**src/hw/rtl/clc_pkg.sv**
```systemverilog
// Types and constants for the comment line counter.
`timescale 1ns / 1ps
`default_nettype none

package clc_pkg;

   localparam int BYTE_WIDTH = 8;
   localparam int OUT_WIDTH  = 32;
   localparam int NUM_CNT    = 4;

   // counter slots
   localparam int CNT_CHAR  = 0;
   localparam int CNT_LINE  = 1;
   localparam int CNT_LCMT  = 2;
   localparam int CNT_BCMT  = 3;

   localparam logic [BYTE_WIDTH-1:0] CH_SLASH   = 8'h2F;
   localparam logic [BYTE_WIDTH-1:0] CH_STAR    = 8'h2A;
   localparam logic [BYTE_WIDTH-1:0] CH_NEWLINE = 8'h0A;

   typedef enum logic [4:0] {
      MODE_TEXT  = 5'b00001,
      MODE_SLASH = 5'b00010,
      MODE_LINE  = 5'b00100,
      MODE_BLOCK = 5'b01000,
      MODE_STAR  = 5'b10000
   } mode_type;

   // counter advance requests for one byte
   typedef struct packed {
      logic bcmt;
      logic lcmt;
      logic line;
      logic chr;
   } bump_type;

endpackage

`default_nettype wire

```
**src/hw/rtl/clc_lexer.sv**
```systemverilog
// Lexer state machine: tracks comment mode, flags which counters advance.
`timescale 1ns / 1ps
`default_nettype none

module clc_lexer
   import clc_pkg::*;
(
   input  wire logic                  clock,
   input  wire logic                  reset,
   input  wire logic                  advance,
   input  wire logic [BYTE_WIDTH-1:0] char_byte,
   output bump_type                   bump
);

   mode_type mode_ff;
   mode_type mode_in;
   logic     is_nl;
   logic     is_slash;
   logic     is_star;

   assign is_nl    = (char_byte == CH_NEWLINE);
   assign is_slash = (char_byte == CH_SLASH);
   assign is_star  = (char_byte == CH_STAR);

   always_comb begin
      mode_in   = mode_ff;
      bump.chr  = 1'b1;
      bump.line = is_nl;
      bump.lcmt = 1'b0;
      bump.bcmt = 1'b0;
      case (mode_ff)
         MODE_SLASH: begin
            if (is_slash) begin
               mode_in = MODE_LINE;
            end else if (is_star) begin
               mode_in = MODE_BLOCK;
            end else begin
               mode_in = MODE_TEXT;
            end
         end
         MODE_LINE: begin
            if (is_nl) begin
               bump.lcmt = 1'b1;
               mode_in   = MODE_TEXT;
            end
         end
         MODE_BLOCK: begin
            if (is_star) begin
               mode_in = MODE_STAR;
            end else if (is_nl) begin
               bump.bcmt = 1'b1;
            end
         end
         MODE_STAR: begin
            if (is_slash) begin
               bump.bcmt = 1'b1;
               mode_in   = MODE_TEXT;
            end else if (!is_star) begin
               bump.bcmt = is_nl;
               mode_in   = MODE_BLOCK;
            end
         end
         default: begin
            // text mode and any stray code
            mode_in = is_slash ? MODE_SLASH : MODE_TEXT;
         end
      endcase
   end

   always_ff @(posedge clock) begin
      if (reset) begin
         mode_ff <= MODE_TEXT;
      end else if (advance) begin
         mode_ff <= mode_in;
      end
   end

endmodule

`default_nettype wire

```
**src/hw/rtl/clc_counters.sv**
```systemverilog
// Four saturating counters that also serve as the result register.
`timescale 1ns / 1ps
`default_nettype none

module clc_counters
   import clc_pkg::*;
#(
   parameter int COUNT_WIDTH = 32
) (
   input  wire logic                 clock,
   input  wire logic                 reset,
   input  wire logic                 advance,
   input  wire bump_type             bump,
   output logic [OUT_WIDTH-1:0]      count_out [NUM_CNT]
);

   logic [COUNT_WIDTH-1:0] cnt_ff [NUM_CNT];
   logic [COUNT_WIDTH-1:0] cnt_in [NUM_CNT];
   logic [NUM_CNT-1:0]     bump_vec;

   assign bump_vec[CNT_CHAR] = bump.chr;
   assign bump_vec[CNT_LINE] = bump.line;
   assign bump_vec[CNT_LCMT] = bump.lcmt;
   assign bump_vec[CNT_BCMT] = bump.bcmt;

   for (genvar i = 0; i < NUM_CNT; i++) begin : g_cnt
      // hold at all ones
      always_comb begin
         cnt_in[i] = cnt_ff[i];
         if (bump_vec[i] && (cnt_ff[i] != {COUNT_WIDTH{1'b1}})) begin
            cnt_in[i] = cnt_ff[i] + {{(COUNT_WIDTH-1){1'b0}}, 1'b1};
         end
      end

      always_ff @(posedge clock) begin
         if (reset) begin
            cnt_ff[i] <= '0;
         end else if (advance) begin
            cnt_ff[i] <= cnt_in[i];
         end
      end

      if (COUNT_WIDTH >= OUT_WIDTH) begin : g_trunc
         assign count_out[i] = cnt_ff[i][OUT_WIDTH-1:0];
      end else begin : g_ext
         assign count_out[i] = {{(OUT_WIDTH-COUNT_WIDTH){1'b0}}, cnt_ff[i]};
      end
   end

endmodule

`default_nettype wire

```
**src/hw/rtl/comment_line_counter.sv**
```systemverilog
// Top level of the comment line counter.
//
// Counts characters, newlines, line-comment lines and block-comment lines in a
// byte stream, one byte per req transfer. Every accepted byte yields exactly
// one rsp transfer carrying all four counts after that byte is counted.
// A block-comment line counts at each newline inside a block comment and once
// more at the closing star-slash.
//
// req channel: req_tdata[7:0] = char_byte.
// rsp channel: four 32-bit counts packed low to high (see port list).
// Result: rsp_tvalid and the counts are registered, valid in the cycle after the req transfer.
// Throughput: one byte per cycle while rsp_tready is high; the counters are the
// result register, so the next byte is taken in the same cycle the result is taken.
// Stall: while rsp_tvalid is high and rsp_tready is low the result holds and
// req_tready is low; nothing is dropped.
// Reset: synchronous, active high; lexer to text mode, counts to zero, rsp
// channel empty.
// Counters are COUNT_WIDTH bits, saturate at all ones, and are shown as their
// low 32 bits (zero-extended when narrower).
`timescale 1ns / 1ps
`default_nettype none

module comment_line_counter
   import clc_pkg::*;
#(
   parameter int COUNT_WIDTH = 32
) (
   input  wire logic         clock,
   input  wire logic         reset,
   // byte stream
   input  wire logic         req_tvalid,
   output logic              req_tready,
   input  wire logic [7:0]   req_tdata,   // [7:0] char_byte
   // count stream
   output logic              rsp_tvalid,
   input  wire logic         rsp_tready,
   output logic [127:0]      rsp_tdata    // [31:0] char_count, [63:32] line_count,
                                          // [95:64] line_comment_count,
                                          // [127:96] block_comment_count
);

   logic                 rsp_tvalid_ff;
   logic                 rsp_tvalid_in;
   logic                 req_xfer;
   bump_type             bump;
   logic [OUT_WIDTH-1:0] count_out [NUM_CNT];

   // accept whenever the result slot is empty or draining this cycle
   assign req_tready = !rsp_tvalid_ff || rsp_tready;
   assign req_xfer   = req_tvalid && req_tready;

   always_comb begin
      rsp_tvalid_in = rsp_tvalid_ff;
      if (req_xfer) begin
         rsp_tvalid_in = 1'b1;
      end else if (rsp_tready) begin
         rsp_tvalid_in = 1'b0;
      end
   end

   always_ff @(posedge clock) begin
      if (reset) begin
         rsp_tvalid_ff <= 1'b0;
      end else begin
         rsp_tvalid_ff <= rsp_tvalid_in;
      end
   end

   clc_lexer u_lexer (
      .clock     (clock),
      .reset     (reset),
      .advance   (req_xfer),
      .char_byte (req_tdata[BYTE_WIDTH-1:0]),
      .bump      (bump)
   );

   clc_counters #(
      .COUNT_WIDTH (COUNT_WIDTH)
   ) u_counters (
      .clock     (clock),
      .reset     (reset),
      .advance   (req_xfer),
      .bump      (bump),
      .count_out (count_out)
   );

   assign rsp_tvalid = rsp_tvalid_ff;
   assign rsp_tdata  = {count_out[CNT_BCMT], count_out[CNT_LCMT],
                        count_out[CNT_LINE], count_out[CNT_CHAR]};

endmodule

`default_nettype wire

```
**config.mk**
```make
export PLATFORM = sky130hd
export DESIGN_NAME = comment_line_counter
export DESIGN_NICKNAME = d
export VERILOG_FILES = /design/src/hw/rtl/clc_pkg.sv /design/src/hw/rtl/clc_lexer.sv /design/src/hw/rtl/clc_counters.sv /design/src/hw/rtl/comment_line_counter.sv
export SDC_FILE = /design/constraint.sdc
export NUM_CORES = 1
export LEC_CHECK = 0
export BUFFER_PORTS_ARGS = -buffer_cell sky130_fd_sc_hd__clkbuf_2
export CAP_MARGIN = 20
export CORE_ASPECT_RATIO = 1.4
export CORE_MARGIN = 2
export CORE_UTILIZATION = 32
export CTS_CLUSTER_DIAMETER = 50
export DETAILED_ROUTE_END_ITERATION = 7
export SYNTH_ARGS = -nofsm -noshare
export SYNTH_HDL_FRONTEND = slang
export SYNTH_SLANG_ARGS = --single-unit
```
**constraint.sdc**
```tcl
create_clock -name clock -period 4.2 [get_ports clock]
set_clock_uncertainty 0.15 [all_clocks]
set_input_delay 0.42 -clock clock [delete_from_list [all_inputs] [get_ports clock]]
set_output_delay 0.42 -clock clock [all_outputs]
set_load 0.005 [all_outputs]
```
* Word-level counts from Yosys, hierarchy flattened
Memory sizes are Yosys's and may differ from the RTL's.
Index checks and enable logic that the tools add are counted.
** Word-level totals
- Flip-flop bits (word level) :: 6
- Bits in latches :: 0
- Bits in writable memories :: 128
- ROM bits :: 0
- Input bits :: 12
- Output and inout bits :: 130
- Logic and storage cells :: 62
- Memories :: 1
** Operators by class
- $add $sub $neg :: 4
- Multipliers :: 0
- Divide/modulo/power cells :: 0
- Order comparisons :: 0
- Equality and inequality tests :: 14
- Shift-type cells :: 0
- Muxes and demuxes :: 29
- Bitwise gates (word level) :: 4
- Reductions and logical operators :: 8
** Memory list
- u_counters.cnt_ff :: depth 4, bits a word 32, read ports 4, clocked after Yosys merged registers in 0, write ports 4, line clc_counters.sv:17 : logic [COUNT_WIDTH-1:0] cnt_ff [NUM_CNT];
** Operators with widths (count)
- $mux W32 :: 8
- $add A32 B1 Y32 const B :: 4
- $ne A32 B32 Y1 const B :: 4
- $mux W5 :: 5
- $pmux W5 S4 :: 1
- $eq A8 B6 Y1 const B :: 2
- $mux W1 :: 12
- $eq A8 B4 Y1 const B :: 1
- $eq A5 B2 Y1 const B :: 1
- $eq A5 B3 Y1 const B :: 1
- $eq A5 B4 Y1 const B :: 1
- $eq A5 B5 Y1 const B :: 1
- $logic_and A1 B1 Y1 :: 4
- $mux W4 :: 1
- $ne A2 B1 Y1 const B :: 2
- $or A1 B1 Y1 :: 4
- $reduce_and A4 Y1 :: 1
- $ne A3 B2 Y1 const B :: 1
- $mux W2 :: 1
- $pmux W1 S2 :: 1
- $reduce_bool A2 Y1 :: 1
- $logic_not A1 Y1 :: 1
- $logic_or A1 B1 Y1 :: 1

* Depth between registers and ports, before layout
- Depth in word-level cells :: 7
- Gate-level depth with buffers :: 7
- Gate-level depth less buffers :: 6

* By module
From an unflattened synthesis, not the netlist that was laid out.
** Second synthesis, totals
- Cell total of the unflattened synthesis :: 776
- Area total of the unflattened synthesis :: 7837.5 µm²
** By module, submodules not included
- clc_counters :: times used 1, cells an instance 708, area an instance 7231.9 µm², seq. area each 3843.7 µm²
- clc_lexer :: times used 1, cells an instance 63, area an instance 550.5 µm², seq. area each 100.1 µm²
- comment_line_counter :: times used 1, cells an instance 5, area an instance 55.1 µm², seq. area each 20.0 µm²

* Worst setup path before layout
No wires, ideal clock.
- Kind :: flip-flop to flip-flop
- Start :: memory u_counters.cnt_ff[2][18]
- End :: memory u_counters.cnt_ff[2][0], enable pin
- Setup time :: 0.470 ns
- Arrival time :: 3.644 ns
- Path slack :: -0.064 ns
- Stages on the path, launching flop included :: 7
- Period minus slack after synthesis :: 4.264 ns
- Cell sequence :: edfxtp_1 > and4_1 > and4_1 > clkbuf_1 > nand2_1 > nor2_1 > o31ai_1
** RTL lines (line)
- start: declaration :: clc_counters.sv:17

==> results.sh <==
export IMPL_power_frac_clock=0.456
export IMPL_core_sq_mm=0.0225
export IMPL_synth_seq_cells=134
export IMPL_drive_gt1_frac=0.246
export IMPL_fin_area_sq_mm=0.00907
export IMPL_synth_ff_type="edfxtp_1"
export IMPL_fin_crit_sh=0.632
export IMPL_ant_nets=0
export IMPL_dieWidth_um=132
export IMPL_place_area_sq_mm=0.00845
export IMPL_slew_violations=0
export IMPL_ys_warn_count=0
export IMPL_rows=65
export IMPL_dr_first_iter_drc_count=225
export IMPL_critPathKind="reg -> reg"
export IMPL_cts_resized=0
export IMPL_die_y_um=183
export IMPL_via_count=5679
export IMPL_clock_sinks=134
export IMPL_status="complete, no violations"
export IMPL_grt_max_degree=66
export IMPL_antenna_found_initial=0
export IMPL_p_sw_uw=815
export IMPL_clk_pin_slew_ns=0.06
export IMPL_synth_edff_count=128
export IMPL_cp_top_family="simple AND/OR/NAND/NOR gates"
export IMPL_setup_viol=0
export IMPL_gp_congestion=0.765
export IMPL_dp_hpwl_um=12300
export IMPL_post_drt_wl_per_cell_um=15.6
export IMPL_tns_ns=0
export IMPL_drv_cap=0
export IMPL_cp_data_arrival_time_ns=2.65
export IMPL_crit_path_end_kind="flop"
export IMPL_clock_latency_ns=0.43
export IMPL_wirelength_um=18000
export IMPL_crit_fanout=24
export IMPL_root_buffer="clkbuf_16"
export IMPL_synth_distinct_cells=48
export IMPL_rsz0062_at_grt="false"
export IMPL_p_per_area_mw_per_mm2=384
export IMPL_grt_ovfl_total=0
export IMPL_cts_setup_buffers=0
export IMPL_track_usage=0.148
export IMPL_crit_buf_inv=1
export IMPL_cp_slowest_stage_delay_ns=0.64
export IMPL_initial_core_util=0.326
export IMPL_switching_share=0.234
export IMPL_fmax_mhz=377
export IMPL_final_common_cell="clkbuf_2"
export IMPL_finalCriticalPeriod_ns=2.65
export IMPL_syn_cell_area_sq_mm=0.00734
export IMPL_numCtsBuffers=17
export IMPL_cts_tree="done"
export IMPL_first_pass_iters=7
export IMPL_pwr_share_comb=0.072
export IMPL_via_per_inst=4.93
export IMPL_nNetsFinal=854
export IMPL_cts_buffer_depth=2
export IMPL_numPortBuffers=141
export IMPL_holdBufCountCts=0
export IMPL_htreeDepth=4
export IMPL_diodes=0
export IMPL_crit_path_start_kind="flop"
export IMPL_power_leakage_uw=0.00333
export IMPL_synth_cells=690
export IMPL_slowest_stage="or4_4"
export IMPL_p_int_uw=2670
export IMPL_io_pins=142
export IMPL_grt_first_pass_wirelength_um=28500
export IMPL_remaining_drc_errors=0
export IMPL_grt_pass1_vias=5503
export IMPL_ir_worst_vdd_uv=262
export IMPL_synth_fp_nets=706
export IMPL_critPathRequiredTime_ns=4.20
export IMPL_most_common_layout_cells="clkbuf_2, nor2_1, edfxtp_1, xor2_1, nand3_1"
export IMPL_tightest_slew_ns=0.711
export IMPL_hold_viol=0
export IMPL_ys_seq_area_frac=0.540
export IMPL_holdCritPathClass="in -> reg"
export IMPL_syn_to_final_growth_pct=23.6
export IMPL_seqPwrFrac=0.472
export IMPL_relSlewSlack=0.522
export IMPL_path_cells="nand3_2, or4_4, nor3_1, nand4_1, a21o_1, buf_4"
export IMPL_synth_async_reset_ratio=0
export IMPL_die_area_sq_mm=0.0242
export IMPL_synth_area_per_cell_sq_um=10.6
## area by class of cell
class / count / area, sq um
fillers: 2226 / 13500
flip-flops and latches: 134 / 3960
multi-input cells: 518 / 3250
repair buffers: 152 / 801
clock buffers: 24 / 502
well taps: 301 / 377
clock inverters: 8 / 121
inverters: 15 / 56.3
## synth_stat cells, types with 4 or more instances
library cell | n | area share
xnor2_1 | 46 | 0.055
nand2_1 | 36 | 0.018
buf_2 | 5 | 0.0034
o21ai_0 | 10 | 0.0068
edfxtp_1 | 128 | 0.52
ha_1 | 4 | 0.0068
nor2_1 | 128 | 0.065
inv_1 | 14 | 0.0072
clkbuf_1 | 17 | 0.0087
nor4_2 | 5 | 0.0085
and4_1 | 16 | 0.019
nand3_1 | 54 | 0.037
nor3_1 | 17 | 0.012
nor2_2 | 4 | 0.0034
nor4_1 | 13 | 0.011
or3_1 | 7 | 0.0060
and3_1 | 29 | 0.025
a21oi_1 | 10 | 0.0068
and2_1 | 7 | 0.0060
dfxtp_1 | 6 | 0.016
nand4_1 | 32 | 0.027
xor2_1 | 69 | 0.082
## worst reg2reg max path, cell delays in order (launching register included)
cell	delay, ns
edfxtp_1	0.48
nand3_2	0.14
or4_4	0.64
nor3_1	0.22
nand4_1	0.12
a21o_1	0.33
buf_4	0.30
## sequential cells by signal, indices dropped and copies added (netlist names)
signal,flops
u_counters.cnt_ff,128
u_lexer.mode_ff,5
rsp_tvalid,1
## final timing paths
check	from	endpoint	slack, ns	cells after the start
setup / recovery	u_counters.cnt_ff[0][18]	u_counters.cnt_ff[0][2]	1.55	6
setup reg to reg	u_counters.cnt_ff[0][18]	u_counters.cnt_ff[0][2]	1.55	6
hold reg to reg	u_lexer.mode_ff[2]	u_lexer.mode_ff[2]	0.37	2
hold / removal	req_tvalid	rsp_tvalid	0.07	3
## through the flow
step / total power (uW) / utilization / setup slack, ns / instances / hold WS, ns
global route: 3620 / 0.403 / 1.39 / 1152 / 0.0869
finish: 3480 / 0.403 / 1.55 / 1152 / 0.0726
CTS: 3530 / 0.403 / 1.53 / 1152 / 0.0500
detailed placement: 1930 / 0.375 / 1.52 / 1120 / 0.356
floorplan: 1780 / - / 0.0672 / 690 / 0.315
global placement: 1920 / 0.375 / 1.54 / 1120 / 0.344
## per-layer routing
layer	vias up	GRT usage	share of wire	wire, um
met2	122	0.258	0.52	9280
li1	2791	-	-	-
met4	0	0.0583	0.023	412
met1	2736	0.177	0.43	7710
met5	-	0	0	0
met3	30	0.0337	0.032	569
## power by group through the flow
stage / Clock, uW / Sequential [uW] / Combinational (uW)
after floorplan: 0 / 1660 / 127
after global placement: 0 / 1670 / 254
after detailed placement: 0 / 1670 / 255
after CTS: 1630 / 1640 / 257
after global routing: 1680 / 1660 / 279
final: 1590 / 1640 / 251
## kinds of logic after synthesis
logic type	synth area share
mux	0.00136
flops	0.540
simple gates	0.269
fa+ha+maj	0.00682
compound gates	0.0242
xor+xnor	0.137
buf+inv	0.0213
Power figures use the tool's default switching activity.
